## src/sv/pcsd_pkg.sv

```systemverilog
// Shared constants, field layout and controller/datapath interface types of the decoder.
`default_nettype none

package pcsd_pkg;

  // Sizing of the code table and the bit accumulator.
  localparam int TABLE_ENTRIES = 256;
  localparam int MAX_CODE_LEN  = 32;
  localparam int BYTE_BITS     = 8;

  localparam int IDX_W       = (TABLE_ENTRIES > 1) ? $clog2(TABLE_ENTRIES) : 1;
  localparam int SCAN_CNT_W  = $clog2(TABLE_ENTRIES + 1);
  localparam int ACC_W       = MAX_CODE_LEN;
  localparam int ACC_LEN_W   = (MAX_CODE_LEN > 1) ? $clog2(MAX_CODE_LEN + 1) : 1;
  localparam int LEN_SEEN_N  = 1 << ACC_LEN_W;

  // Input field widths.
  localparam int OP_W          = 2;
  localparam int ENTRY_INDEX_W = 8;
  localparam int CODE_VALUE_W  = 32;
  localparam int CODE_LENGTH_W = 6;
  localparam int SYMBOL_W      = 8;
  localparam int DATA_BYTE_W   = 8;
  localparam int VALID_BITS_W  = 4;

  localparam int LEN_CMP_W = (ACC_LEN_W > CODE_LENGTH_W) ? ACC_LEN_W : CODE_LENGTH_W;
  localparam int IDX_CMP_W = ENTRY_INDEX_W + 1;

  // Input tdata layout, lowest field first.
  localparam int IN_IDX_LO   = 0;
  localparam int IN_CODE_LO  = IN_IDX_LO + ENTRY_INDEX_W;
  localparam int IN_LEN_LO   = IN_CODE_LO + CODE_VALUE_W;
  localparam int IN_SYM_LO   = IN_LEN_LO + CODE_LENGTH_W;
  localparam int IN_BYTE_LO  = IN_SYM_LO + SYMBOL_W;
  localparam int IN_VBITS_LO = IN_BYTE_LO + DATA_BYTE_W;
  localparam int IN_USED_W   = IN_VBITS_LO + VALID_BITS_W;
  localparam int IN_TDATA_W  = ((IN_USED_W + 7) / 8) * 8;

  localparam logic [ACC_LEN_W-1:0]    MAX_LEN_L     = ACC_LEN_W'(MAX_CODE_LEN);
  localparam logic [LEN_CMP_W-1:0]    MAX_LEN_CMP   = LEN_CMP_W'(MAX_CODE_LEN);
  localparam logic [IDX_CMP_W-1:0]    ENTRIES_CMP   = IDX_CMP_W'(TABLE_ENTRIES);
  localparam logic [SCAN_CNT_W-1:0]   ENTRIES_CNT   = SCAN_CNT_W'(TABLE_ENTRIES);
  localparam logic [VALID_BITS_W-1:0] BYTE_BITS_L   = VALID_BITS_W'(BYTE_BITS);

  // Operation codes carried in tuser.
  localparam logic [OP_W-1:0] OP_LOAD  = 2'd0;
  localparam logic [OP_W-1:0] OP_DATA  = 2'd1;
  localparam logic [OP_W-1:0] OP_START = 2'd2;

  // Result kinds.
  localparam logic KIND_SYMBOL = 1'b0;
  localparam logic KIND_ERROR  = 1'b1;

  typedef struct packed {
    logic [CODE_VALUE_W-1:0]  code;
    logic [CODE_LENGTH_W-1:0] len;
    logic [SYMBOL_W-1:0]      sym;
  } entry_t;

  // Controller to datapath.
  typedef struct packed {
    logic in_ready;
    logic tbl_write;
    logic acc_clear;
    logic data_load;
    logic bit_append;
    logic emit_err;
    logic emit_hit;
    logic scan_start;
    logic scan_run;
    logic flush;
  } cmd_t;

  // Datapath to controller.
  typedef struct packed {
    logic [OP_W-1:0]      in_op;
    logic                 in_nbits_zero;
    logic                 acc_full;
    logic                 len_seen_next;
    logic                 last_bit;
    logic                 bits_left_zero;
    logic                 match;
    logic                 scan_done;
    logic                 can_emit;
    logic                 pend_valid;
    logic                 out_free;
    logic [ACC_LEN_W-1:0] acc_len;
  } stat_t;

endpackage

`default_nettype wire

```

## src/sv/pcsd_ctrl.sv

```systemverilog
// Sequencing state machine of the decoder: item intake, per-bit steps, table scan, result flush.
`default_nettype none

module pcsd_ctrl (
  input  wire logic           clk,
  input  wire logic           rst_n,
  input  wire logic           in_tvalid,
  input  wire pcsd_pkg::stat_t st,
  output pcsd_pkg::cmd_t      cmd
);

  typedef enum logic [4:0] {
    ST_IDLE  = 5'b00001,
    ST_BIT   = 5'b00010,
    ST_SCAN  = 5'b00100,
    ST_HIT   = 5'b01000,
    ST_FLUSH = 5'b10000
  } state_t;

  state_t state_r;
  state_t state_nxt;

  always_ff @(posedge clk) begin
    if (!rst_n) begin
      state_r <= ST_IDLE;
    end else begin
      state_r <= state_nxt;
    end
  end

  always_comb begin
    cmd       = '0;
    state_nxt = state_r;
    case (state_r)
      ST_IDLE: begin
        cmd.in_ready = 1'b1;
        if (in_tvalid) begin
          case (st.in_op)
            pcsd_pkg::OP_LOAD: begin
              cmd.tbl_write = 1'b1;
            end
            pcsd_pkg::OP_START: begin
              cmd.acc_clear = 1'b1;
            end
            pcsd_pkg::OP_DATA: begin
              if (!st.in_nbits_zero) begin
                cmd.data_load = 1'b1;
                state_nxt     = ST_BIT;
              end
            end
            default: begin
            end
          endcase
        end
      end
      ST_BIT: begin
        if (st.acc_full) begin
          // The bit would overflow the accumulator: report it and drop the bit.
          if (st.can_emit) begin
            cmd.emit_err = 1'b1;
            state_nxt    = st.last_bit ? ST_FLUSH : ST_BIT;
          end
        end else begin
          cmd.bit_append = 1'b1;
          if (st.len_seen_next) begin
            cmd.scan_start = 1'b1;
            state_nxt      = ST_SCAN;
          end else begin
            state_nxt = st.last_bit ? ST_FLUSH : ST_BIT;
          end
        end
      end
      ST_SCAN: begin
        cmd.scan_run = 1'b1;
        if (st.match) begin
          state_nxt = ST_HIT;
        end else if (st.scan_done) begin
          state_nxt = st.bits_left_zero ? ST_FLUSH : ST_BIT;
        end
      end
      ST_HIT: begin
        if (st.can_emit) begin
          cmd.emit_hit = 1'b1;
          state_nxt    = st.bits_left_zero ? ST_FLUSH : ST_BIT;
        end
      end
      ST_FLUSH: begin
        if (!st.pend_valid) begin
          state_nxt = ST_IDLE;
        end else if (st.out_free) begin
          cmd.flush = 1'b1;
          state_nxt = ST_IDLE;
        end
      end
      default: begin
        state_nxt = ST_IDLE;
      end
    endcase
  end

endmodule

`default_nettype wire

```

## config.mk

```make
export PLATFORM = sky130hd
export DESIGN_NAME = pcsd_ctrl
export DESIGN_NICKNAME = d
export VERILOG_FILES = /design/src/sv/pcsd_pkg.sv /design/src/sv/pcsd_ctrl.sv
export SDC_FILE = /design/constraint.sdc
export NUM_CORES = 1
export LEC_CHECK = 0
export ABC_CLOCK_PERIOD_IN_PS = 2700
export BUFFER_PORTS_ARGS = -buffer_cell sky130_fd_sc_hd__buf_2
export CORE_AREA = 2 2 39 41
export CTS_BUF_LIST = sky130_fd_sc_hd__clkbuf_16
export CTS_CLUSTER_DIAMETER = 50
export DETAILED_ROUTE_END_ITERATION = 12
export DIE_AREA = 0 0 41 43
export PLACE_DENSITY = 0.71
export SLEW_MARGIN = 40
export SYNTH_ARGS = -nofsm -noshare
export SYNTH_HDL_FRONTEND = slang
export SYNTH_SLANG_ARGS = --single-unit
```

## constraint.sdc

```tcl
create_clock -name clk -period 2.7 [get_ports clk]
set_input_delay 0.405 -clock clk [delete_from_list [all_inputs] [get_ports clk]]
set_output_delay 0.405 -clock clk [all_outputs]
set_load 0.1 [all_outputs]
```

======== Word-level counts from Yosys, hierarchy flattened ========
Cells that the tools add are included.
word-level totals
  register bits after elaboration ......... 5
  input port bits ......................... 21
  output and inout bits ................... 10
  word-level logic and storage cells ...... 49
operators by class
  eq/ne operators ......................... 14
  mux-type cells .......................... 32
  reductions and logical operators ........ 2
operator list
  kind                  number
  $mux W5               13
  $pmux W5 S5           1
  $mux W1               15
  $ne A3 B3 Y1 const B  3
  $reduce_and A7 Y1     1
  $ne A2 B2 Y1 const B  3
  $eq A5 B1 Y1 const B  1
  $eq A5 B2 Y1 const B  1
  $eq A5 B3 Y1 const B  1
  $eq A5 B4 Y1 const B  1
  $eq A5 B5 Y1 const B  1
  $mux W4               1
  $mux W3               1
  $eq A2 B1 Y1 const B  1
  $eq A2 B2 Y1 const B  1
  $logic_not A2 Y1      1
  $mux W2               1
  $ne A2 B1 Y1 const B  1

======== Depth between registers and ports, before layout ========
  word-level depth ........................ 4
  gate-level depth with buffers ........... 6
  gate-level depth less buffers ........... 5

======== Least setup slack after synthesis ========
No wires, ideal clock.
  path kind ............................... register to output
  start ................................... register state_r[3]
  end ..................................... output port cmd[8] (netlist name)
  arrival time ............................ 3.923 ns
  data required time ...................... 2.295 ns
  setup slack ............................. -1.628 ns
  stages on the path, launching flop included .. 5
  buffers on the path ..................... 1
  path through ............................ dfxtp_1 > buf_6 > nor3_1 > nand2_1 > nor4b_1
RTL lines
  what                    RTL line         source
  start, declared         pcsd_ctrl.sv:20  state_t state_r;
  start signal, assigned  pcsd_ctrl.sv:27  state_r <= state_nxt;
  end, declared           pcsd_ctrl.sv:9   output pcsd_pkg::cmd_t cmd

==> results.ini <==
[run]
drv_cap = 0

[sta]
holdWs_ps = 415.6
setup_viol = 0
fin_crit_ps = 2193
slew_viol_final = 0
grt_setup_unrepaired = no
final_hold_viol_count = 0
relSlewSlack_pct = 67.65
fmax_ghz = 0.4560
worst_slack_ps = 507.3
fin_crit_sh_pct = 81.21
fin_worst_skew_ps = 0.9035
tightest_slew_ps = 488.5

[global_route]
track_usage_pct = 16.28
grt_max_degree = 11
antenna_found_initial = 0
grt_pass1_wl_mm = 1.945
grt_pass1_vias = 500
overflow = 0

[detailed_routing]
dr.pass1.iters = 4
drt_iter0_markers = 13
vias_per_cell = 5.638
drt-total-wl_mm = 1.301
ant_nets = 0
route.detailed.drc = 0
wire_per_inst_um = 12.39
vias = 592

[floorplanning]
die_h_um = 43
coreArea_mm2 = 0.001384
dieWidth_um = 41
initial_core_util_pct = 35.26
std_cell_rows = 14
die-area_mm2 = 0.001763
ios = 31

[setup_path]
start_kind = flip-flop
critPathMaxFanout = 8
arrival_ps = 1790
critPathRequiredTime_ps = 2300
cp-end-kind = output port
crit_type = flip-flop to output port

[clock_tree]
insertion_delay_ps = 220
cts_resized = 0
cts.reportedPaths.clkPinSlew_ps = 30
clk_path_buf_depth = 2
root_buffer = clkbuf_16
cts_tree = built
post_cts_buffers = 0
cts-buffers-inserted = 3
cts_hold_buffers = 0
cts_sinks = 5
ctsHtreeMaxLevel = 1

[synth]
synth_warnings = 0
synth.ff_latch_count = 5
syn_nets = 83
avgSynthCellArea_um2 = 7.870
ys_types = 38
synth.area.top_cells = dfxtp_1 21%, nor3_1 5.1%, nand2_1 4.6%, nor4_1 3.8%, nor4b_1 3.6%
synth_cells = 62
syn-cell-area_um2 = 488.0
synth_seq_area_share_pct = 20.51
synth.top_cell.area_share_pct = 20.51
synth_top_cell_by_area = dfxtp_1

[finish]
nFillCells = 142
final_core_util_pct = 51.18
final_common_cell = buf_2
design_area_um2 = 708.2
largest_reg_flops = 5
antenna_cells = 0
layout.area.seq_um2 = 100.1
regMostFlops = state_r
final_cell_mix = 24 x buf_2, 6 x nand2_1, 5 x nor3_1, 5 x dfxtp_1
nNetsFinal = 111
multi_input_area_um2 = 374.1
top_regs = state_r: 5 flops
layout-drive-gt1-share_pct = 43.82
area_delta_synth_final_pct = 45.13

[status]
status = complete, no violations

[placement]
io_buffers = 24
dp_hpwl_mm = 1.066
place_congestion = 0.7922
pre_cts_ws_ps = 751.6
placed_cell_area_um2 = 629.4

[min_path]
holdCritPathClass = input port to flip-flop

[power]
powerDensity_mw_per_mm2 = 757.2
vdd_drop_max_mv = 0.4510
power_leakage_nw = 0.3323

-- cells in the mapped netlist (all sizes together) --
library cell / count
nand2: 6
dfxtp: 5
nor3: 5
inv: 4
nor2: 4
nor4: 4
o21ai: 4
nor4b: 3
and4: 2
nor2b: 2
o31ai: 2
or2b: 2
or3: 2
a211oi: 1
a21oi: 1
a221oi: 1
a32oi: 1
and2b: 1
and3: 1
and4b: 1
buf: 1
nand2b: 1
nand3: 1
nand3b: 1
nand4b: 1
nand4bb: 1
nor3b: 1
o211a: 1
o311ai: 1
or2: 1
-- logic make-up after synthesis --
group                  Yosys count  synth area share (%)
and+or+nand+nor                 40                 55.90
AOI/OAI and AO/OA               12                 18.20
buffers and inverters            5                 5.384
DFF                              5                 20.51
-- worst max-delay path, stage by stage, from the launching register on --
cell and delay, ps:
dfxtp_1 370, nor3_1 300, nand2_1 160, inv_2 110, and4b_1 190, buf_2 420
-- stage by stage --
stage | total power, W | setup TNS (ps) | std cells
floorplan | 0.0002608 | -1430 | 62
global placement | 0.0002997 | 0 | 101
detailed placement | 0.0003014 | 0 | 101
CTS | 0.0005418 | 0 | 105
global route | 0.0005626 | 0 | 105
finish | 0.0005363 | 0 | 105
-- path summary, 6_finish.rpt --
path                     end  cells past startpoint       start  slack, ps
setup / recovery      cmd[7]                      5  state_r[2]        510
hold / removal    state_r[0]                      2       rst_n        420
setup reg to reg  state_r[4]                      4  state_r[2]       1140
hold reg to reg   state_r[0]                      2  state_r[4]        710
-- power breakdown --
part | leakage [nW] | switching (W) | internal (W)
Combinational | 0.249 | 0.000148 | 0.0000522
Sequential | 0.0406 | 0.0000181 | 0.0000830
Clock | 0.0423 | 0.0000438 | 0.000191
-- final cells by class --
cell class	count	share of cell area, %
Multi-Input combinational cell	52	52.83
Timing Repair Buffer	24	16.96
Sequential cell	5	14.13
Clock buffer	3	10.60
Tap cell	16	2.827
Inverter	4	2.120
Clock inverter	1	0.5300
-- layer usage --
| metal | wire length (um) | GRT usage, % | up-vias |
|---|---|---|---|
| met5 | 0 | 0 | - |
| met2 | 642 | 26.88 | 17 |
| met4 | 25 | 12.00 | 0 |
| met3 | 63 | 0 | 4 |
| li1 | - | - | 294 |
| met1 | 569 | 18.71 | 277 |
No activity file was read; power rests on OpenSTA's default activity.
